[src/rtl/core/mwtd_pkg.sv]
package mwtd_pkg;

    localparam int WINDOW      = 11;
    localparam int MID         = WINDOW / 2;
    localparam int SAMPLE_W    = 8;
    localparam int CNT_W       = $clog2(WINDOW);
    localparam int ADDR_W      = 3;
    localparam int DATA_W      = 32;

    localparam logic [SAMPLE_W-1:0] THRESH_RESET = 8'd25;
    localparam logic [CNT_W-1:0]    CNT_LAST     = CNT_W'(WINDOW - 1);

    // register index decoded from paddr[2]
    localparam logic REG_DETECT_THRESHOLD = 1'b0;

    typedef logic [SAMPLE_W-1:0] sample_t;

    // one sorting cell: an empty cell acts as +infinity
    typedef struct packed {
        logic    valid;
        sample_t value;
    } cell_t;

endpackage

[src/rtl/core/mwtd_if.sv]
interface mwtd_sample_if;
    logic                valid;
    logic                ready;
    mwtd_pkg::sample_t   distance;

    modport source (output valid, output distance, input ready);
    modport sink   (input valid, input distance, output ready);
endinterface

interface mwtd_result_if;
    logic                valid;
    logic                ready;
    mwtd_pkg::sample_t   median_distance;
    logic                object_found;

    modport source (output valid, output median_distance, output object_found, input ready);
    modport sink   (input valid, input median_distance, input object_found, output ready);
endinterface

[src/rtl/core/mwtd_cell.sv]
module mwtd_cell (
    input  logic                clk,
    input  logic                rst_n,
    input  logic                ins,
    input  logic                clear,
    input  mwtd_pkg::sample_t   sample,
    input  mwtd_pkg::cell_t     left,
    output mwtd_pkg::cell_t     cur,
    output mwtd_pkg::cell_t     nxt
);

    logic              valid_reg;
    logic              valid_next;
    mwtd_pkg::sample_t value_reg;
    mwtd_pkg::sample_t value_next;
    logic              own_gt;
    logic              left_gt;

    assign cur.valid = valid_reg;
    assign cur.value = value_reg;

    // greater than the new sample; empty counts as greater
    assign own_gt  = !valid_reg || (value_reg > sample);
    assign left_gt = !left.valid || (left.value > sample);

    always_comb
    begin
        nxt.valid = valid_reg;
        nxt.value = value_reg;
        if (own_gt)
        begin
            if (left_gt)
            begin
                nxt = left;
            end
            else
            begin
                nxt.valid = 1'b1;
                nxt.value = sample;
            end
        end
    end

    always_comb
    begin
        valid_next = valid_reg;
        value_next = value_reg;
        if (ins)
        begin
            valid_next = nxt.valid && !clear;
            value_next = nxt.value;
        end
    end

    always_ff @(posedge clk or negedge rst_n)
    begin
        if (!rst_n)
        begin
            valid_reg <= 1'b0;
        end
        else
        begin
            valid_reg <= valid_next;
        end
    end

    always_ff @(posedge clk)
    begin
        value_reg <= value_next;
    end

endmodule

[src/rtl/core/median_of_window_threshold_detect.sv]
// Batch median detector for a stream of 8-bit distance samples.
// Samples arrive on the sample channel (valid/ready), one per request.
// They are gathered in non-overlapping batches of WINDOW samples and kept
// sorted by a row of WINDOW insertion cells; each accepted sample is placed
// in order in the same cycle, so one sample is taken per clock while ready.
// When the last sample of a batch is accepted, the middle cell is loaded
// into the result register at that edge; the result request (median and
// object_found = median < threshold) is valid from the next cycle.
// Throughput: 1 sample per cycle while sample ready is high; the cell row
// and the batch count are the only state of a batch.
// The threshold register is at APB addresses 0-3 (reset 25); writes elsewhere
// are ignored. It should only be written while no batch is in progress.
// Reset empties the row and the result register and zeroes the batch count.
// If the receiver stalls with a result pending, sample ready drops until the
// result is taken, so no sample and no result is lost.
module median_of_window_threshold_detect (
    input  logic                        clk,
    input  logic                        rst_n,
    mwtd_sample_if.sink                 samples,
    mwtd_result_if.source               results,
    input  logic                        psel,
    input  logic                        penable,
    input  logic                        pwrite,
    input  logic [mwtd_pkg::ADDR_W-1:0] paddr,
    input  logic [mwtd_pkg::DATA_W-1:0] pwdata,
    output logic [mwtd_pkg::DATA_W-1:0] prdata,
    output logic                        pready
);

    mwtd_pkg::cell_t                 chain [mwtd_pkg::WINDOW+1];
    mwtd_pkg::cell_t                 chain_nxt [mwtd_pkg::WINDOW];
    logic [mwtd_pkg::WINDOW-1:0]     valid_vec;

    mwtd_pkg::sample_t               thresh_reg;
    mwtd_pkg::sample_t               thresh_next;
    logic [mwtd_pkg::CNT_W-1:0]      count_reg;
    logic [mwtd_pkg::CNT_W-1:0]      count_next;
    logic                            out_valid_reg;
    logic                            out_valid_next;
    mwtd_pkg::sample_t               median_reg;
    mwtd_pkg::sample_t               median_next;
    logic                            found_reg;
    logic                            found_next;

    logic                            accept;
    logic                            batch_end;
    logic                            cfg_write;
    logic                            sorted_ok;

    assign samples.ready = !out_valid_reg || results.ready;
    assign accept        = samples.valid && samples.ready;
    assign batch_end     = accept && (count_reg == mwtd_pkg::CNT_LAST);

    // the head cell sees a left neighbor that never exceeds a sample
    assign chain[0].valid = 1'b1;
    assign chain[0].value = '0;

    for (genvar i = 0; i < mwtd_pkg::WINDOW; i++)
    begin : g_cell
        mwtd_cell u_cell (
            .clk    (clk),
            .rst_n  (rst_n),
            .ins    (accept),
            .clear  (batch_end),
            .sample (samples.distance),
            .left   (chain[i]),
            .cur    (chain[i+1]),
            .nxt    (chain_nxt[i])
        );
        assign valid_vec[i] = chain[i+1].valid;
    end

    // configuration
    assign pready    = 1'b1;
    assign cfg_write = psel && penable && pwrite && pready
                       && (paddr[2] == mwtd_pkg::REG_DETECT_THRESHOLD);

    always_comb
    begin
        prdata = '0;
        if (paddr[2] == mwtd_pkg::REG_DETECT_THRESHOLD)
        begin
            prdata = mwtd_pkg::DATA_W'(thresh_reg);
        end
    end

    always_comb
    begin
        thresh_next = thresh_reg;
        if (cfg_write)
        begin
            thresh_next = pwdata[mwtd_pkg::SAMPLE_W-1:0];
        end
    end

    // batch count and result register
    always_comb
    begin
        count_next     = count_reg;
        out_valid_next = out_valid_reg;
        median_next    = median_reg;
        found_next     = found_reg;
        if (results.ready)
        begin
            out_valid_next = 1'b0;
        end
        if (accept)
        begin
            count_next = count_reg + 1'b1;
        end
        if (batch_end)
        begin
            count_next     = '0;
            out_valid_next = 1'b1;
            median_next    = chain_nxt[mwtd_pkg::MID].value;
            found_next     = chain_nxt[mwtd_pkg::MID].value < thresh_reg;
        end
    end

    always_ff @(posedge clk or negedge rst_n)
    begin
        if (!rst_n)
        begin
            thresh_reg    <= mwtd_pkg::THRESH_RESET;
            count_reg     <= '0;
            out_valid_reg <= 1'b0;
        end
        else
        begin
            thresh_reg    <= thresh_next;
            count_reg     <= count_next;
            out_valid_reg <= out_valid_next;
        end
    end

    always_ff @(posedge clk)
    begin
        median_reg <= median_next;
        found_reg  <= found_next;
    end

    assign results.valid           = out_valid_reg;
    assign results.median_distance = median_reg;
    assign results.object_found    = found_reg;

    // filled cells stay ascending
    always_comb
    begin
        sorted_ok = 1'b1;
        for (int i = 1; i < mwtd_pkg::WINDOW; i++)
        begin
            if (chain[i+1].valid && chain[i].valid && (chain[i].value > chain[i+1].value))
            begin
                sorted_ok = 1'b0;
            end
        end
    end

    a_sorted: assert property (@(posedge clk) disable iff (!rst_n) sorted_ok)
        else $error("cell row out of order");

    a_fill_matches_count: assert property (@(posedge clk) disable iff (!rst_n)
        $countones(valid_vec) == int'(count_reg))
        else $error("filled cells disagree with batch count");

    a_result_from_batch: assert property (@(posedge clk) disable iff (!rst_n)
        $rose(out_valid_reg) |-> $past(batch_end))
        else $error("result without a completed batch");

    a_no_overwrite: assert property (@(posedge clk) disable iff (!rst_n)
        (out_valid_reg && !results.ready) |=> (out_valid_reg && $stable(median_reg)))
        else $error("pending result lost");

endmodule
[src/flat_wrapper.sv]
// flat-port wrapper written by rule: the top's interface ports become plain ports
module median_of_window_threshold_detect_flat 
  (clk, rst_n, psel, penable, pwrite, paddr, pwdata, prdata, pready, samples_valid, samples_distance, samples_ready, results_valid, results_median_distance, results_object_found, results_ready);
  mwtd_sample_if samples_i ();
  mwtd_result_if results_i ();
  input  logic clk;
  input  logic rst_n;
  input  logic psel;
  input  logic penable;
  input  logic pwrite;
  input  logic [mwtd_pkg::ADDR_W-1:0] paddr;
  input  logic [mwtd_pkg::DATA_W-1:0] pwdata;
  output logic [mwtd_pkg::DATA_W-1:0] prdata;
  output logic pready;
  input wire logic [$bits(samples_i.valid)-1:0] samples_valid;
  input wire logic [$bits(samples_i.distance)-1:0] samples_distance;
  output wire logic [$bits(samples_i.ready)-1:0] samples_ready;
  output wire logic [$bits(results_i.valid)-1:0] results_valid;
  output wire logic [$bits(results_i.median_distance)-1:0] results_median_distance;
  output wire logic [$bits(results_i.object_found)-1:0] results_object_found;
  input wire logic [$bits(results_i.ready)-1:0] results_ready;
  assign samples_i.valid = samples_valid;
  assign samples_i.distance = samples_distance;
  assign samples_ready = samples_i.ready;
  assign results_valid = results_i.valid;
  assign results_median_distance = results_i.median_distance;
  assign results_object_found = results_i.object_found;
  assign results_i.ready = results_ready;
  median_of_window_threshold_detect u_core (.clk(clk), .rst_n(rst_n), .samples(samples_i), .results(results_i), .psel(psel), .penable(penable), .pwrite(pwrite), .paddr(paddr), .pwdata(pwdata), .prdata(prdata), .pready(pready));
endmodule
[config.mk]
export PLATFORM = sky130hd
export DESIGN_NAME = median_of_window_threshold_detect_flat
export DESIGN_NICKNAME = d
export VERILOG_FILES = /design/src/rtl/core/mwtd_pkg.sv /design/src/rtl/core/mwtd_if.sv /design/src/rtl/core/mwtd_cell.sv /design/src/rtl/core/median_of_window_threshold_detect.sv /design/src/flat_wrapper.sv
export SDC_FILE = /design/constraint.sdc
export NUM_CORES = 1
export LEC_CHECK = 0
export BUFFER_PORTS_ARGS = -buffer_cell sky130_fd_sc_hd__buf_2
export CELL_PAD_IN_SITES_DETAIL_PLACEMENT = 1
export CELL_PAD_IN_SITES_GLOBAL_PLACEMENT = 1
export CORE_MARGIN = 2
export CORE_UTILIZATION = 40
export DETAILED_ROUTE_END_ITERATION = 8
export PLACE_DENSITY_LB_ADDON = 0.1
export SYNTH_ARGS = -nofsm -noshare
export SYNTH_HDL_FRONTEND = slang
export SYNTH_SLANG_ARGS = --single-unit
[constraint.sdc]
create_clock -name clk -period 9.65 [get_ports clk]
set_input_delay 1.4475 -clock clk [delete_from_list [all_inputs] [get_ports clk]]
set_output_delay 1.4475 -clock clk [all_outputs]
set_load 0.01 [all_outputs]
# Yosys cells after proc, flatten, opt, wreduce, memory -nomap -nowiden
# Index checks and enable logic that the tools add are counted.
# classes
n_addsub,1
n_lt_le_gt_ge,8
n_eq_ne,1
muxes,17
bitwise_logic,1
n_reduce_logical,33
# ops
op,n
two-way mux 9 bit,11
> comparator 8 bit,6
two-way mux 8 bit,2
logical AND 1 bit,11
AND reduction 2 bit,5
"> comparator 1 x 8 -> 1 bit, first input constant",1
zero test 1 bit,8
< comparator 8 bit,1
two-way mux 4 bit,2
logical OR 1 bit,7
"adder 4 x 1 -> 4 bit, second input constant",1
"== test 4 bit, second input constant",1
nonzero test 2 bit,2
two-way mux 1 bit,2
inverter 1 bit,1
# word_totals
register_bits,76
inputBits,50
output_inout_bits,44

# Logic depth before layout (Yosys ltp)
# logic_depth
word_depth,6
mapped_depth,15
ltp_nobuf,14

# Cells and area by module
# Synthesis repeated with hierarchy kept, for this count alone.
# unflattened
cells_unflattened,600
hier_area_um2,6631.4
# by_module_without_submodules
mod,n_inst,cells_each,area_per_inst_um2
mwtd_cell,6,81,892.1
median_of_window_threshold_detect,1,114,1278.7

# Worst setup path after synthesis
# No wires, ideal clock.
# synth_path
path_type,in2reg
startpoint,input samples_distance[1]
endpoint,"register u_core.found_reg, in the netlist u_core.results.object_found, data pin"
arrival_time_ps,4135
t_required_ps,9492
setup_slack_ps,5357
path_stages,14
path_cell_list,inv_1 -> ha_1 -> nor2b_1 -> o211ai_1 -> a21oi_1 -> o41ai_4 -> buf_2 -> o21ai_0 -> ha_1 -> a21o_1 -> a21o_1 -> a211oi_1 -> nand4bb_1 -> o211ai_1
# synth_rtl
item,line,text
start: declaration,flat_wrapper.sv:16,input wire logic [$bits(samples_i.distance)-1:0] samples_distance;
end signal: assignment,median_of_window_threshold_detect.sv:139,found_reg <= found_next;
end: declaration,median_of_window_threshold_detect.sv:42,logic found_reg;

==> summary.md <==
| Metric | Value |
|---|---|
| RSZ-0062 raised after global routing | `no` |
| Post_cts resized | `0` |
| Post-synth EDFFs | `57` |
| Register bit count reported by yosys | `76` |
| Hold Violations, Final | `0` |
| CTS tree | `done` |
| Tmin final | `around 4.9 ns` |
| Post-CTS Hold Fix Bufs | `0` |
| CP Class | `input pin to flop` |
| Rows | `39` |
| Buf/Inv on CP | `2` |
| Via count of the first global-routing pass | `between 3,000 and 4,000` |
| PwrDens | `between 200 and 300 nW/um^2` |
| Iter 0 DRT Violations | `between 100 and 150` |
| Main flop type after synthesis | `edfxtp_1` |
| Largest net degree at the start of global routing | `23` |
| Setup WS pre-CTS | `around 4.4 ns` |
| Root buf cell | `clkbuf_16` |
| Clock latency on the worst-skew pair | `between 0.3 and 0.4 ns` |
| Slew Limit Headroom | `0.446` |
| Worst Path Required | `9.83 ns` |
| Num CTS Buffers | `9` |
| Antenna diode count | `0` |
| Port Buffer Count | `between 40 and 50` |
| # H-tree levels | `3` |
| Final HPWL DP | `between 8000 and 9000 microns` |
| Post-CTS Setup Inserts | `0` |
| Overflow after GRT | `0` |
| Max-Cap Viols | `0` |
| Synth warn | `0` |
| Asr flop ratio synth | `0.250` |
| Max FFs per register | `48` |
| Fillers | `about 1,200` |
| Fmax achieved | `slightly above 0.2 GHz` |
| Layout Skew | `around 0.0053 ns` |
| Sequential cell area | `roughly 2200 sq um` |
| Commonest cells after routing, fill and taps aside | `ha_1, edfxtp_1, mux2_2, buf_2, inv_1` |
| Crit-path max FO | `17` |
| Die area | `12,600 sq um` |
| Initial antenna violation count | `0` |
| WL/cell | `17.7 microns` |
| Part of the Yosys area used for sequential elements | `0.468` |
| Worst Setup End Kind | `flop` |
| First-pass GRT wire length | `17,000 microns` |
| Fin Setup TNS | `0 ns` |
| Routed WL | `about 10,000 microns` |
| Slowest CP cell | `o41ai_4` |
| Synth Instances | `about 390` |
| Die Ht | `approximately 110 microns` |
| Delay-heaviest family, CP | `compound AO/OA/AOI/OAI gates` |
| Placer Congestion | `between 0.7 and 0.8` |
| Post-Syn Area | `~4700 sq um` |
| P_leak | `~2.3 nW` |
| Layout cells sized above 1 | `0.251` |
| Die Width | `112 microns` |
| Clock buffer depth | `2` |
| Final WS setup | `roughly 4.8 ns` |
| First-pass detailed-route iteration total | `4` |
| Starting Density | `0.410` |
| CTS sink count | `76` |
| Worst-Margin Slew | `approximately 0.83 ns` |
| Post-synth cell types | `44` |
| Worst VDD drop | `around 130 uV` |
| Worst min path class | `flop to flop` |
| Routed vias/inst | `about 5.3` |
| Core Area | `11,400 sq um` |
| Final Net Count | `~550` |
| Via count | `~3,100` |
| Biggest cell delay along the critical path | `~0.67 ns` |
| Reg clk slew, reported paths | `around 0.060 ns` |
| Status | `finished clean` |
| P&R area growth vs syn | `11.8%` |
| Slew Limit Fails | `0` |
| Tcrit/Tclk final | `0.503` |
| Setup Viol. Count Final | `0` |
| Io pins | `94` |
| Crit path launch type | `input pin` |
| R2R setup slack | `slightly below 6 ns` |
| Drt drc | `0` |
| Post-DRT Antenna Nets | `0` |
| Arr. time, crit path | `5.03 ns` |
| Area of the multi-input gates | `2270 sq um` |
| Total track usage | `0.175` |
| Worst path cell trace | `buf_2 > inv_1 > ha_1 > nor2b_1 > o211ai_1 > a21oi_1 > o41ai_4 > o21ai_0 > ha_1 > a21o_1 > a21o_1 > a211oi_1 > nand4bb_1 > o211ai_1` |
| Hold WS | `around 0.5 ns` |
| Post-Synthesis Mean Instance Area | `roughly 12 sq um` |
-- metrics by stage --
step	power (W)	cell area (sq um)	util	instances
floorplan	0.000891	4770	-	417
global placement	0.00100	4950	0.433	573
detailed placement	0.00103	4950	0.433	573
CTS	0.00136	5230	0.458	589
global route	0.00145	5230	0.458	589
finish	0.00135	5230	0.458	589
-- routing by layer --
layer | global-route usage | vias up | part of all wire
li1 | - | 1509 | -
met3 | 0.0308 | 12 | 0.022
met5 | 0 | - | 0
met4 | 0.0683 | 0 | 0.018
met2 | 0.322 | 41 | 0.53
met1 | 0.201 | 1553 | 0.43
-- area by class of cell --
class / instances / area share
Clock inverter: 6 / 0.00670
Sequential cell: 76 / 0.419
Multi-Input combinational cell: 285 / 0.433
Inverter: 27 / 0.0194
Clock buffer: 10 / 0.0478
Timing Repair Buffer: 42 / 0.0402
Tap cell: 143 / 0.0342
-- cells by family after synthesis --
family / share of synthesized area
AOI/OAI and AO/OA: 0.109
adders and majority gates: 0.152
buffers and inverters: 0.0660
DFF: 0.468
muxes: 0.116
other: 0.00160
and+or+nand+nor: 0.0864
-- path summary, 6_finish.rpt --
kind	depth (start not counted)	end	startpoint
max in group asynchronous	1	u_core.thresh_reg[0]	rst_n
hold / removal	1	u_core.count_reg[3]	u_core.count_reg[3]
setup / recovery	14	u_core.results.object_found	samples_distance[1]
hold reg to reg	1	u_core.count_reg[3]	u_core.count_reg[3]
setup reg to reg	12	u_core.results.object_found	u_core.g_cell[5].u_cell.value_reg[1]
min in group asynchronous	1	u_core.thresh_reg[2]	rst_n
-- cell usage after synthesis (all sizes together), types with 4 or more instances --
cell type | count | share of area
dfrtp | 16 | 0.086
nor2 | 24 | 0.019
ha | 57 | 0.15
nor2b | 7 | 0.0094
o21ai | 27 | 0.029
nand3 | 6 | 0.0064
and2 | 4 | 0.0056
mux2 | 42 | 0.10
inv | 27 | 0.022
o211ai | 5 | 0.010
edfxtp | 57 | 0.37
nand4 | 9 | 0.012
buf | 27 | 0.043
a21o | 6 | 0.0096
mux2i | 7 | 0.015
nand2 | 21 | 0.017
a21oi | 16 | 0.017
-- power by group --
group | leakage, nW | internal, W | total [W] | switching (W)
registers | 0.747 | 0.000475 | 0.000527 | 0.0000522
clock network | 0.148 | 0.000189 | 0.000329 | 0.000140
logic | 1.37 | 0.000212 | 0.000491 | 0.000279
total | 2.26 | 0.000876 | 0.00135 | 0.000471
Note: power is estimated with default switching activity, not from simulation.
